`src/rtl/mppc_pkg.sv`:
```
package mppc_pkg;

	localparam logic ALU_MUL = 1'b0;
	localparam logic ALU_DIV = 1'b1;

	localparam int unsigned STALL_DUTY = 9830;

	localparam int unsigned MUL_STEPS = 34;
	localparam int unsigned DIV_STEPS = 17;

	typedef struct packed {
		logic               mode;
		logic signed [31:0] target;
		logic signed [15:0] direct_duty;
		logic signed [23:0] measured_speed;
		logic signed [31:0] measured_position;
		logic        [31:0] now_ms;
	} in_item_t;

	typedef struct packed {
		logic signed [15:0] drive;
		logic               stalled;
		logic               stall_event;
		logic               reached;
		logic               reach_event;
	} out_item_t;

	typedef struct packed {
		logic signed [31:0] gain_p;
		logic signed [31:0] gain_i;
		logic signed [31:0] gain_d;
		logic        [22:0] speed_limit;
		logic signed [31:0] position_low;
		logic signed [31:0] position_high;
		logic        [31:0] reach_tolerance;
		logic        [31:0] stall_time_ms;
	} cfg_t;

	typedef struct packed {
		logic        start;
		logic        op;
		logic [31:0] a;
		logic [33:0] b;
	} alu_req_t;

	typedef struct packed {
		logic        done;
		logic [40:0] res;
	} alu_rsp_t;

endpackage

```
`src/rtl/mppc_alu.sv`:
```
module mppc_alu (
	input  logic              clk,
	input  logic              arst_n,
	input  mppc_pkg::alu_req_t req,
	output mppc_pkg::alu_rsp_t rsp
);
	import mppc_pkg::*;

	logic        busy_q;
	logic        op_q;
	logic [31:0] a_q;
	logic [33:0] b_q;
	logic [5:0]  cnt_q;
	logic [40:0] acc_q;
	logic        sat_q;
	logic [32:0] rem_q;
	logic        done_q;

	logic [42:0] mul_nxt;
	logic [32:0] div_r;
	logic        div_ge;

	assign mul_nxt = {1'b0, acc_q, 1'b0} + (b_q[33] ? {11'b0, a_q} : 43'd0);
	assign div_r   = {rem_q[31:0], b_q[33]};
	assign div_ge  = div_r >= {1'b0, a_q};

	always_ff @(posedge clk or negedge arst_n) begin
		if (!arst_n) begin
			busy_q <= 1'b0;
			done_q <= 1'b0;
		end else begin
			done_q <= 1'b0;
			if (req.start && !busy_q) begin
				busy_q <= 1'b1;
			end else if (busy_q && cnt_q == 6'd1) begin
				busy_q <= 1'b0;
				done_q <= 1'b1;
			end
		end
	end

	always_ff @(posedge clk) begin
		if (req.start && !busy_q) begin
			op_q  <= req.op;
			a_q   <= req.a;
			b_q   <= req.b;
			cnt_q <= (req.op == ALU_MUL) ? 6'(MUL_STEPS) : 6'(DIV_STEPS);
			acc_q <= '0;
			sat_q <= 1'b0;
			rem_q <= '0;
		end else if (busy_q) begin
			b_q   <= {b_q[32:0], 1'b0};
			cnt_q <= cnt_q - 6'd1;
			if (op_q == ALU_MUL) begin
				if (sat_q || mul_nxt > 43'(64'd1 << 40))
					sat_q <= 1'b1;
				acc_q <= mul_nxt[40:0];
			end else begin
				rem_q <= div_ge ? (div_r - {1'b0, a_q}) : div_r;
				acc_q <= {acc_q[39:0], div_ge};
			end
		end
	end

	assign rsp.done = done_q;
	assign rsp.res  = sat_q ? 41'(64'd1 << 40) : acc_q;

endmodule

```
`src/rtl/mppc_ctrl.sv`:
```
module mppc_ctrl (
	input  logic                clk,
	input  logic                arst_n,
	input  mppc_pkg::cfg_t      cfg,
	input  logic                in_valid,
	output logic                in_stall,
	input  mppc_pkg::in_item_t  in_data,
	output logic                out_valid,
	input  logic                out_stall,
	output mppc_pkg::out_item_t out_data,
	output mppc_pkg::alu_req_t  req,
	input  mppc_pkg::alu_rsp_t  rsp
);
	import mppc_pkg::*;

	localparam logic [3:0] S_IDLE  = 4'd0;
	localparam logic [3:0] S_ERR   = 4'd1;
	localparam logic [3:0] S_DV_GO = 4'd2;
	localparam logic [3:0] S_DV_W  = 4'd3;
	localparam logic [3:0] S_MP_GO = 4'd4;
	localparam logic [3:0] S_MP_W  = 4'd5;
	localparam logic [3:0] S_MI_GO = 4'd6;
	localparam logic [3:0] S_MI_W  = 4'd7;
	localparam logic [3:0] S_MD_GO = 4'd8;
	localparam logic [3:0] S_MD_W  = 4'd9;
	localparam logic [3:0] S_SAT   = 4'd10;
	localparam logic [3:0] S_OUT   = 4'd11;

	logic [3:0]         state_q;
	in_item_t           in_q;
	logic signed [32:0] e_q;
	logic signed [31:0] es_q;
	logic signed [32:0] le_q;
	logic signed [15:0] ld_q;
	logic signed [42:0] u_q;
	logic signed [16:0] qd_q;
	logic               st_timing_q;
	logic [31:0]        st_start_q;
	logic               st_rep_q;
	logic               rc_rep_q;
	logic               rc_flag_q;
	logic               out_valid_q;
	out_item_t          out_q;

	logic signed [31:0] lo, hi, tc;
	logic signed [32:0] e_c;
	logic signed [33:0] d_c;
	logic [33:0]        e_abs, d_abs, es_abs;
	logic               gi_nz, gd_nz;
	logic signed [33:0] es_sum, bnd, es_cl;
	logic               term_neg;
	logic signed [42:0] term;
	logic signed [42:0] u_cl;
	logic [18:0]        w;
	logic signed [17:0] q18;
	logic [23:0]        sp_abs;
	logic signed [17:0] u18, ld18, diff, rl;
	logic signed [15:0] drv;
	logic [16:0]        drv_abs;
	logic               out_free;
	logic               st_cond, st_over;
	logic               rc_in;
	logic               n_timing, n_rep, n_rc_rep, n_rc_flag, st_ev, rc_ev;
	logic [31:0]        n_start;

	assign gi_nz    = cfg.gain_i != 32'sd0;
	assign gd_nz    = cfg.gain_d != 32'sd0;
	assign out_free = !out_valid_q || !out_stall;
	assign in_stall = state_q != S_IDLE;

	always_comb begin
		lo = (cfg.position_low < cfg.position_high) ? cfg.position_low : cfg.position_high;
		hi = (cfg.position_low < cfg.position_high) ? cfg.position_high : cfg.position_low;
		tc = (in_q.target < lo) ? lo : ((in_q.target > hi) ? hi : in_q.target);
		e_c = {tc[31], tc} - {in_q.measured_position[31], in_q.measured_position};
		d_c = {e_q[32], e_q} - {le_q[32], le_q};
		e_abs  = e_q[32] ? -{e_q[32], e_q} : {e_q[32], e_q};
		d_abs  = d_c[33] ? -d_c : d_c;
		es_abs = es_q[31] ? -{{2{es_q[31]}}, es_q} : {{2{es_q[31]}}, es_q};
		es_sum = {{2{es_q[31]}}, es_q} + {e_q[32], e_q};
		bnd    = {17'b0, rsp.res[16:0]};
		es_cl  = (es_sum > bnd) ? bnd : ((es_sum < -bnd) ? -bnd : es_sum);
	end

	always_comb begin
		req.start = 1'b0;
		req.op    = ALU_MUL;
		req.a     = cfg.gain_p[31] ? 32'(-cfg.gain_p) : cfg.gain_p;
		req.b     = e_abs;
		term_neg  = cfg.gain_p[31] ^ e_q[32];
		case (state_q)
			S_DV_GO, S_DV_W: begin
				req.start = state_q == S_DV_GO;
				req.op    = ALU_DIV;
				req.a     = cfg.gain_i[31] ? 32'(-cfg.gain_i) : cfg.gain_i;
				req.b     = 34'(64'd65536 << 17);
			end
			S_MP_GO: begin
				req.start = 1'b1;
			end
			S_MI_GO, S_MI_W: begin
				req.start = state_q == S_MI_GO;
				req.a     = cfg.gain_i[31] ? 32'(-cfg.gain_i) : cfg.gain_i;
				req.b     = es_abs;
				term_neg  = cfg.gain_i[31] ^ es_q[31];
			end
			S_MD_GO, S_MD_W: begin
				req.start = state_q == S_MD_GO;
				req.a     = cfg.gain_d[31] ? 32'(-cfg.gain_d) : cfg.gain_d;
				req.b     = d_abs;
				term_neg  = cfg.gain_d[31] ^ d_c[33];
			end
			default: begin
			end
		endcase
		term = term_neg ? -{2'b0, rsp.res} : {2'b0, rsp.res};
	end

	always_comb begin
		u_cl = (u_q > 43'sd65536) ? 43'sd65536 : ((u_q < -43'sd65536) ? -43'sd65536 : u_q);
		w    = 19'(u_cl + 43'sd65537);
		q18  = 18'({1'b0, w[18:1]}) - 18'sd32768;
		if (q18 > 18'sd32767)
			q18 = 18'sd32767;
		sp_abs = in_q.measured_speed[23] ? 24'(-in_q.measured_speed) : in_q.measured_speed;
		if (sp_abs > {1'b0, cfg.speed_limit})
			q18 = '0;
	end

	always_comb begin
		u18  = {qd_q[16], qd_q};
		ld18 = {{2{ld_q[15]}}, ld_q};
		diff = u18 - ld18;
		rl   = u18;
		if (u18 >= 18'sd29491 && diff > 18'sd3277)
			rl = (ld18 < 18'sd16384) ? 18'sd16384 : ld18 + 18'sd3277;
		else if (u18 <= -18'sd29491 && diff < -18'sd3277)
			rl = (ld18 > -18'sd16384) ? -18'sd16384 : ld18 - 18'sd3277;
		drv     = in_q.mode ? rl[15:0] : qd_q[15:0];
		drv_abs = drv[15] ? -{drv[15], drv} : {drv[15], drv};

		rc_in     = (e_q[32] ? -{e_q[32], e_q} : {e_q[32], e_q}) < {1'b0, cfg.reach_tolerance};
		n_rc_rep  = rc_rep_q;
		n_rc_flag = rc_flag_q;
		rc_ev     = 1'b0;
		if (in_q.mode) begin
			n_rc_flag = rc_in;
			n_rc_rep  = rc_in;
			rc_ev     = rc_in && !rc_rep_q;
		end

		st_cond  = in_q.measured_speed == 24'sd0 && drv_abs > 17'(STALL_DUTY);
		st_over  = (in_q.now_ms - st_start_q) > cfg.stall_time_ms;
		n_timing = st_timing_q;
		n_start  = st_start_q;
		n_rep    = st_rep_q;
		st_ev    = 1'b0;
		if (!st_cond) begin
			n_timing = 1'b0;
			n_start  = '0;
			n_rep    = 1'b0;
		end else if (!st_timing_q) begin
			n_timing = 1'b1;
			n_start  = in_q.now_ms;
		end else if (st_over) begin
			st_ev = !st_rep_q;
			n_rep = 1'b1;
		end
	end

	always_ff @(posedge clk or negedge arst_n) begin
		if (!arst_n) begin
			state_q     <= S_IDLE;
			out_valid_q <= 1'b0;
			es_q        <= '0;
			le_q        <= '0;
			ld_q        <= '0;
			st_timing_q <= 1'b0;
			st_start_q  <= '0;
			st_rep_q    <= 1'b0;
			rc_rep_q    <= 1'b0;
			rc_flag_q   <= 1'b0;
		end else begin
			if (out_valid_q && !out_stall && state_q != S_OUT)
				out_valid_q <= 1'b0;
			case (state_q)
				S_IDLE: begin
					if (in_valid)
						state_q <= in_data.mode ? S_ERR : S_OUT;
				end
				S_ERR: state_q <= gi_nz ? S_DV_GO : S_MP_GO;
				S_DV_GO: state_q <= S_DV_W;
				S_DV_W: begin
					if (rsp.done) begin
						es_q    <= es_cl[31:0];
						state_q <= S_MP_GO;
					end
				end
				S_MP_GO: state_q <= S_MP_W;
				S_MP_W: begin
					if (rsp.done)
						state_q <= gi_nz ? S_MI_GO : (gd_nz ? S_MD_GO : S_SAT);
				end
				S_MI_GO: state_q <= S_MI_W;
				S_MI_W: begin
					if (rsp.done)
						state_q <= gd_nz ? S_MD_GO : S_SAT;
				end
				S_MD_GO: state_q <= S_MD_W;
				S_MD_W: begin
					if (rsp.done) begin
						le_q    <= e_q;
						state_q <= S_SAT;
					end
				end
				S_SAT: state_q <= S_OUT;
				S_OUT: begin
					if (out_free) begin
						out_valid_q <= 1'b1;
						if (in_q.mode)
							ld_q <= drv;
						st_timing_q <= n_timing;
						st_start_q  <= n_start;
						st_rep_q    <= n_rep;
						rc_rep_q    <= n_rc_rep;
						rc_flag_q   <= n_rc_flag;
						state_q     <= S_IDLE;
					end
				end
				default: state_q <= S_IDLE;
			endcase
		end
	end

	always_ff @(posedge clk) begin
		if (state_q == S_IDLE && in_valid) begin
			in_q <= in_data;
			qd_q <= {in_data.direct_duty[15], in_data.direct_duty};
		end
		if (state_q == S_ERR) begin
			e_q <= e_c;
			u_q <= '0;
		end
		if ((state_q == S_MP_W || state_q == S_MI_W || state_q == S_MD_W) && rsp.done)
			u_q <= u_q + term;
		if (state_q == S_SAT)
			qd_q <= q18[16:0];
		if (state_q == S_OUT && out_free) begin
			out_q.drive       <= drv;
			out_q.stalled     <= n_rep;
			out_q.stall_event <= st_ev;
			out_q.reached     <= n_rc_flag;
			out_q.reach_event <= rc_ev;
		end
	end

	assign out_valid = out_valid_q;
	assign out_data  = out_q;

endmodule

```
`src/rtl/motor_position_pid_controller_top.sv`:
```
// channel | direction | handshake           | payload
// in      | input     | in_valid / in_stall | in_data   (in_item_t)
// out     | output    | out_valid/out_stall | out_data  (out_item_t)
// cfg     | input     | cfg_valid/cfg_ready | cfg_index, cfg_data
//
// One item at a time. Direct mode goes straight to the output; position mode runs
// the proportional multiply, plus the bound divide and integral multiply when gain_i
// is nonzero and the derivative multiply when gain_d is nonzero, on the bit-serial unit.
// in_stall is high from acceptance until the result moves to the output register;
// a stalled output holds the next result in the sequencer. Reset clears the
// control state and loads the register defaults; no clearing pass.
module motor_position_pid_controller_top (
	input  logic                clk,
	input  logic                arst_n,
	input  logic                in_valid,
	output logic                in_stall,
	input  mppc_pkg::in_item_t  in_data,
	output logic                out_valid,
	input  logic                out_stall,
	output mppc_pkg::out_item_t out_data,
	input  logic                cfg_valid,
	output logic                cfg_ready,
	input  logic [3:0]          cfg_index,
	input  logic [31:0]         cfg_data
);
	import mppc_pkg::*;

	localparam logic [3:0] REG_GAIN_P   = 4'd0;
	localparam logic [3:0] REG_GAIN_I   = 4'd1;
	localparam logic [3:0] REG_GAIN_D   = 4'd2;
	localparam logic [3:0] REG_SPD_LIM  = 4'd3;
	localparam logic [3:0] REG_POS_LO   = 4'd4;
	localparam logic [3:0] REG_POS_HI   = 4'd5;
	localparam logic [3:0] REG_REACH    = 4'd6;
	localparam logic [3:0] REG_STALL_MS = 4'd7;

	cfg_t     cfg_q;
	alu_req_t req;
	alu_rsp_t rsp;

	assign cfg_ready = 1'b1;

	always_ff @(posedge clk or negedge arst_n) begin
		if (!arst_n) begin
			cfg_q.gain_p          <= '0;
			cfg_q.gain_i          <= '0;
			cfg_q.gain_d          <= '0;
			cfg_q.speed_limit     <= '1;
			cfg_q.position_low    <= 32'sh8000_0000;
			cfg_q.position_high   <= 32'sh7FFF_FFFF;
			cfg_q.reach_tolerance <= '0;
			cfg_q.stall_time_ms   <= 32'd500;
		end else if (cfg_valid) begin
			case (cfg_index)
				REG_GAIN_P:   cfg_q.gain_p          <= cfg_data;
				REG_GAIN_I:   cfg_q.gain_i          <= cfg_data;
				REG_GAIN_D:   cfg_q.gain_d          <= cfg_data;
				REG_SPD_LIM:  cfg_q.speed_limit     <= cfg_data[22:0];
				REG_POS_LO:   cfg_q.position_low    <= cfg_data;
				REG_POS_HI:   cfg_q.position_high   <= cfg_data;
				REG_REACH:    cfg_q.reach_tolerance <= cfg_data;
				REG_STALL_MS: cfg_q.stall_time_ms   <= cfg_data;
				default: begin
				end
			endcase
		end
	end

	mppc_alu u_alu (
		.clk    (clk),
		.arst_n (arst_n),
		.req    (req),
		.rsp    (rsp)
	);

	mppc_ctrl u_ctrl (
		.clk       (clk),
		.arst_n    (arst_n),
		.cfg       (cfg_q),
		.in_valid  (in_valid),
		.in_stall  (in_stall),
		.in_data   (in_data),
		.out_valid (out_valid),
		.out_stall (out_stall),
		.out_data  (out_data),
		.req       (req),
		.rsp       (rsp)
	);

endmodule

```
`config.mk`:
```
export PLATFORM = sky130hd
export DESIGN_NAME = motor_position_pid_controller_top
export DESIGN_NICKNAME = d
export VERILOG_FILES = /design/src/rtl/mppc_pkg.sv /design/src/rtl/mppc_alu.sv /design/src/rtl/mppc_ctrl.sv /design/src/rtl/motor_position_pid_controller_top.sv
export SDC_FILE = /design/constraint.sdc
export NUM_CORES = 2
export LEC_CHECK = 0
export BUFFER_PORTS_ARGS = -buffer_cell sky130_fd_sc_hd__buf_2
export CORE_ASPECT_RATIO = 1.5
export CORE_UTILIZATION = 45
export CTS_BUF_LIST = sky130_fd_sc_hd__clkbuf_8
export DETAILED_ROUTE_END_ITERATION = 10
export GPL_TIMING_DRIVEN = 0
export PLACE_DENSITY = 0.68
export SLEW_MARGIN = 40
export SYNTH_ARGS = -nofsm -noshare
export SYNTH_HDL_FRONTEND = slang
export SYNTH_SLANG_ARGS = --single-unit
```
`constraint.sdc`:
```
create_clock -name clk -period 12.1 [get_ports clk]
set_input_delay 1.21 -clock clk [delete_from_list [all_inputs] [get_ports clk]]
set_output_delay 1.21 -clock clk [all_outputs]
set_load 0.01 [all_outputs]
```
==> results.sh <==
export IMPL_synth_edf_count=307
export IMPL_start_util=0.453
export IMPL_tns_ns=0
export IMPL_port_buffers=197
export IMPL_layout_min_cycle_time_ns=11.26
export IMPL_drc=0
export IMPL_synth_top_area_frac=0.163
export IMPL_rsz0062_at_grt="false"
export IMPL_yosysWarnings=0
export IMPL_clockRootBuffer="clkbuf_8"
export IMPL_clk_path_buf_depth=3
export IMPL_cp_start_kind="register"
export IMPL_clkLatencyLatePin_ns=0.92
export IMPL_cts_hold_buf=0
export IMPL_max_freq_ghz=0.0888
export IMPL_irDropWorstVdd_v=0.000156
export IMPL_p_per_area_nw_per_um2=136
export IMPL_cpLargestDelayFamily="compound AO/OA/AOI/OAI gates"
export IMPL_synth_async_reset_ratio=0.493
export IMPL_crit_slowest_cell="clkbuf_1"
export IMPL_fp_dieW_um=292
export IMPL_worstPathMaxFanout=11
export IMPL_crit_top_cell="a21oi_1"
export IMPL_dieArea_um2=128000
export IMPL_postRouteAntennaNets=0
export IMPL_post_dp_cell_area_um2=60100
export IMPL_multi_input_area_um2=34100
export IMPL_fin_skew_ns=0.0943
export IMPL_layout_nets=7416
export IMPL_report_final_setup_viol=0
export IMPL_arrival_ns=11.89
export IMPL_place_gp_congestion=0.969
export IMPL_grt_pass1_vias=49918
export IMPL_num_vias=49886
export IMPL_finalHoldViolCount=0
export IMPL_seq_area_um2=20100
export IMPL_cp_end_kind="register"
export IMPL_grt_max_degree=76
export IMPL_dr_pass1_iters=6
export IMPL_yosysMostFrequentCell="nand2_1"
export IMPL_synth_area_leaders="edfxtp_1, dfrtp_1, ha_1"
export IMPL_crit_required_ns=12.74
export IMPL_synthFlopType="dfrtp_1"
export IMPL_critical_path_max_stage_delay_ns=0.67
export IMPL_core_um2=125000
export IMPL_routedWlPerCell_um=21.7
export IMPL_r2r_slack_ns=0.84
export IMPL_num_fill_cells=11749
export IMPL_antenna_found_initial=5
export IMPL_hold_class="primary input to asynchronous set/reset pin"
export IMPL_hpwl_um=145000
export IMPL_path_clk_slew_ns=0.07
export IMPL_maxSlewViolCount=0
export IMPL_netlist_area_um2=56700
export IMPL_pin_count=201
export IMPL_critPathKind="register to register"
export IMPL_drt_wl_total_um=183000
export IMPL_synth_commonest_cells="nand2_1, o21ai_0, ha_1, nor2_1, inv_1"
export IMPL_area_growth_pct=10.5
export IMPL_netlist_instances=6399
export IMPL_drv_cap=0
export IMPL_numCtsBuffers=116
export IMPL_syn_nets=7084
export IMPL_avgSynthCellArea_um2=8.87
export IMPL_slew_headroom=0.412
export IMPL_htreeDepth=3
export IMPL_rows=159
export IMPL_yosysTopAreaCell="edfxtp_1"
export IMPL_drt_iter0_markers=3026
export IMPL_cp_buffers_inverters=3
export IMPL_drive_gt1_frac=0.112
export IMPL_grt_util_all_layers=0.283
export IMPL_grt_overflow_total=0
export IMPL_ys_seq_area_frac=0.354
export IMPL_status="finished clean"
export IMPL_grt_pass1_wl_um=280000
export IMPL_cts_sinks=752
export IMPL_via_per_inst=5.91
export IMPL_fin_area_um2=62700
export IMPL_ys_ff_latch=752
export IMPL_worst_pin_slew_ns=0.873
export IMPL_period_share=0.930
export IMPL_p_leak_nw=26.6
export IMPL_die_h_um=437
export IMPL_cts_tree="done"
export IMPL_netlist_cell_type_count=97
==> path summary, 6_finish.rpt <==
check                                                 start                     endpoint  cells after the start
worst max-delay path                  cfg_q[81]$_DFFE_PN1P_     u_ctrl.e_q[31]$_DFFE_PP_                     50
worst min-delay path                                 arst_n  u_ctrl.ld_q[15]$_DFFE_PN0P_                      1
worst max register to register        cfg_q[81]$_DFFE_PN1P_     u_ctrl.e_q[31]$_DFFE_PP_                     50
worst min register to register  u_ctrl.rc_rep_q$_DFFE_PN0P_  u_ctrl.rc_rep_q$_DFFE_PN0P_                      2
max in group asynchronous                            arst_n        cfg_q[76]$_DFFE_PN1P_                      5
min in group clk                u_ctrl.rc_rep_q$_DFFE_PN0P_  u_ctrl.rc_rep_q$_DFFE_PN0P_                      2
==> report_power, final <==
part	internal, W	total (W)	switching [W]	leakage, nW
combinational	0.00122	0.00300	0.00178	17.4
sequential	0.00298	0.00317	0.000187	7.76
clock	0.00122	0.00236	0.00114	1.43
==> sequential cells by signal, indices dropped and copies added (netlist names), 6 cells and up <==
register and count:
u_ctrl.in_q 121, u_ctrl.out_data 20, u_alu.b_q 34, u_ctrl.qd_q 17, u_ctrl.ld_q 16, u_ctrl.e_q 33
u_alu.a_q 32, u_ctrl.le_q 33, u_ctrl.st_start_q 32, u_alu.rem_q 32, u_ctrl.u_q 43, u_alu.cnt_q 6
u_ctrl.es_q 32, cfg_q 247, u_alu.acc_q 41
==> cell families (layout without fill, tap and decap cells) <==
| group | after synthesis | count (layout) | share of synthesized area |
|---|---|---|---|
| buffers and inverters | 701 | 1137 | 0.0471 |
| AND/OR/NAND/NOR | 1964 | 1964 | 0.167 |
| flip-flops | 752 | 752 | 0.354 |
| other | 1 | 2 | 0.0000661 |
| XOR/XNOR | 496 | 496 | 0.0766 |
| AO/OA/AOI/OAI | 1704 | 1704 | 0.191 |
| multiplexers | 274 | 274 | 0.0522 |
| adder cells (fa/ha/maj) | 507 | 507 | 0.113 |
==> metal layers <==
metal | wire length, µm | vias up | global-route usage
li1 | - | 23823 | -
met1 | 66500 | 23833 | 0.292
met2 | 92100 | 1622 | 0.511
met3 | 8250 | 602 | 0.0342
met4 | 16200 | 6 | 0.229
met5 | 38 | - | 0
==> placed cells by master, fill, tap and decap left out, types with 92 or more instances in the layout <==
master and n:
nand3_1 159, dfrtp_1 310, inv_1 465, a21oi_1 390, o31ai_1 92, clkbuf_8 134, xnor2_1 309, o21ai_0 534
edfxtp_1 307, ha_1 499, mux2i_1 99, nor2b_1 94, xor2_1 187, mux2_2 175, nand2b_1 96, a21o_1 113
nor3_1 138, nand2_1 617, nor2_1 432, clkbuf_1 216, buf_2 210
==> timing repair <==
action                                  CTS  global route
setup buffers                             0             0
gates resized for setup                   0             8
endpoints found under the setup margin    0             4
==> metrics by stage <==
stage / hold slack, ns / util / setup slack (ns) / instances / power (W)
global route: 0.218 / 0.501 / 0.131 / 8446 / 0.00898
detailed placement: 0.472 / 0.480 / 0.560 / 8222 / 0.00617
floorplan: 0.450 / - / 2.70 / 6399 / 0.00525
finish: 0.201 / 0.501 / 0.844 / 8446 / 0.00853
CTS: 0.140 / 0.501 / 0.510 / 8444 / 0.00854
global placement: 0.464 / 0.477 / 0.612 / 8206 / 0.00609
==> worst reg2reg max path, delay by kind of cell, from the launching register on <==
| kind | cells | cell delay [ns] |
|---|---|---|
| xor gates and xnor gates | 1 | 0.17 |
| buffers and inverters | 3 | 1.19 |
| DFF | 1 | 0.55 |
| and+or+nand+nor | 13 | 2.07 |
| AOI/OAI and AO/OA | 29 | 5.85 |
| muxes | 1 | 0.34 |
| adders and majority gates | 3 | 0.87 |
==> area by class of cell <==
cell class	count	area share
Buffer	264	0.0167
Clock inverter	88	0.0108
Clock buffer	134	0.0294
Sequential cell	752	0.320
Multi-Input combinational cell	4946	0.544
Inverter	436	0.0263
Antenna cell	1	0.0000399
Tap cell	1610	0.0321
Timing Repair Buffer	215	0.0211
Note: power is estimated with default switching activity, not from simulation.
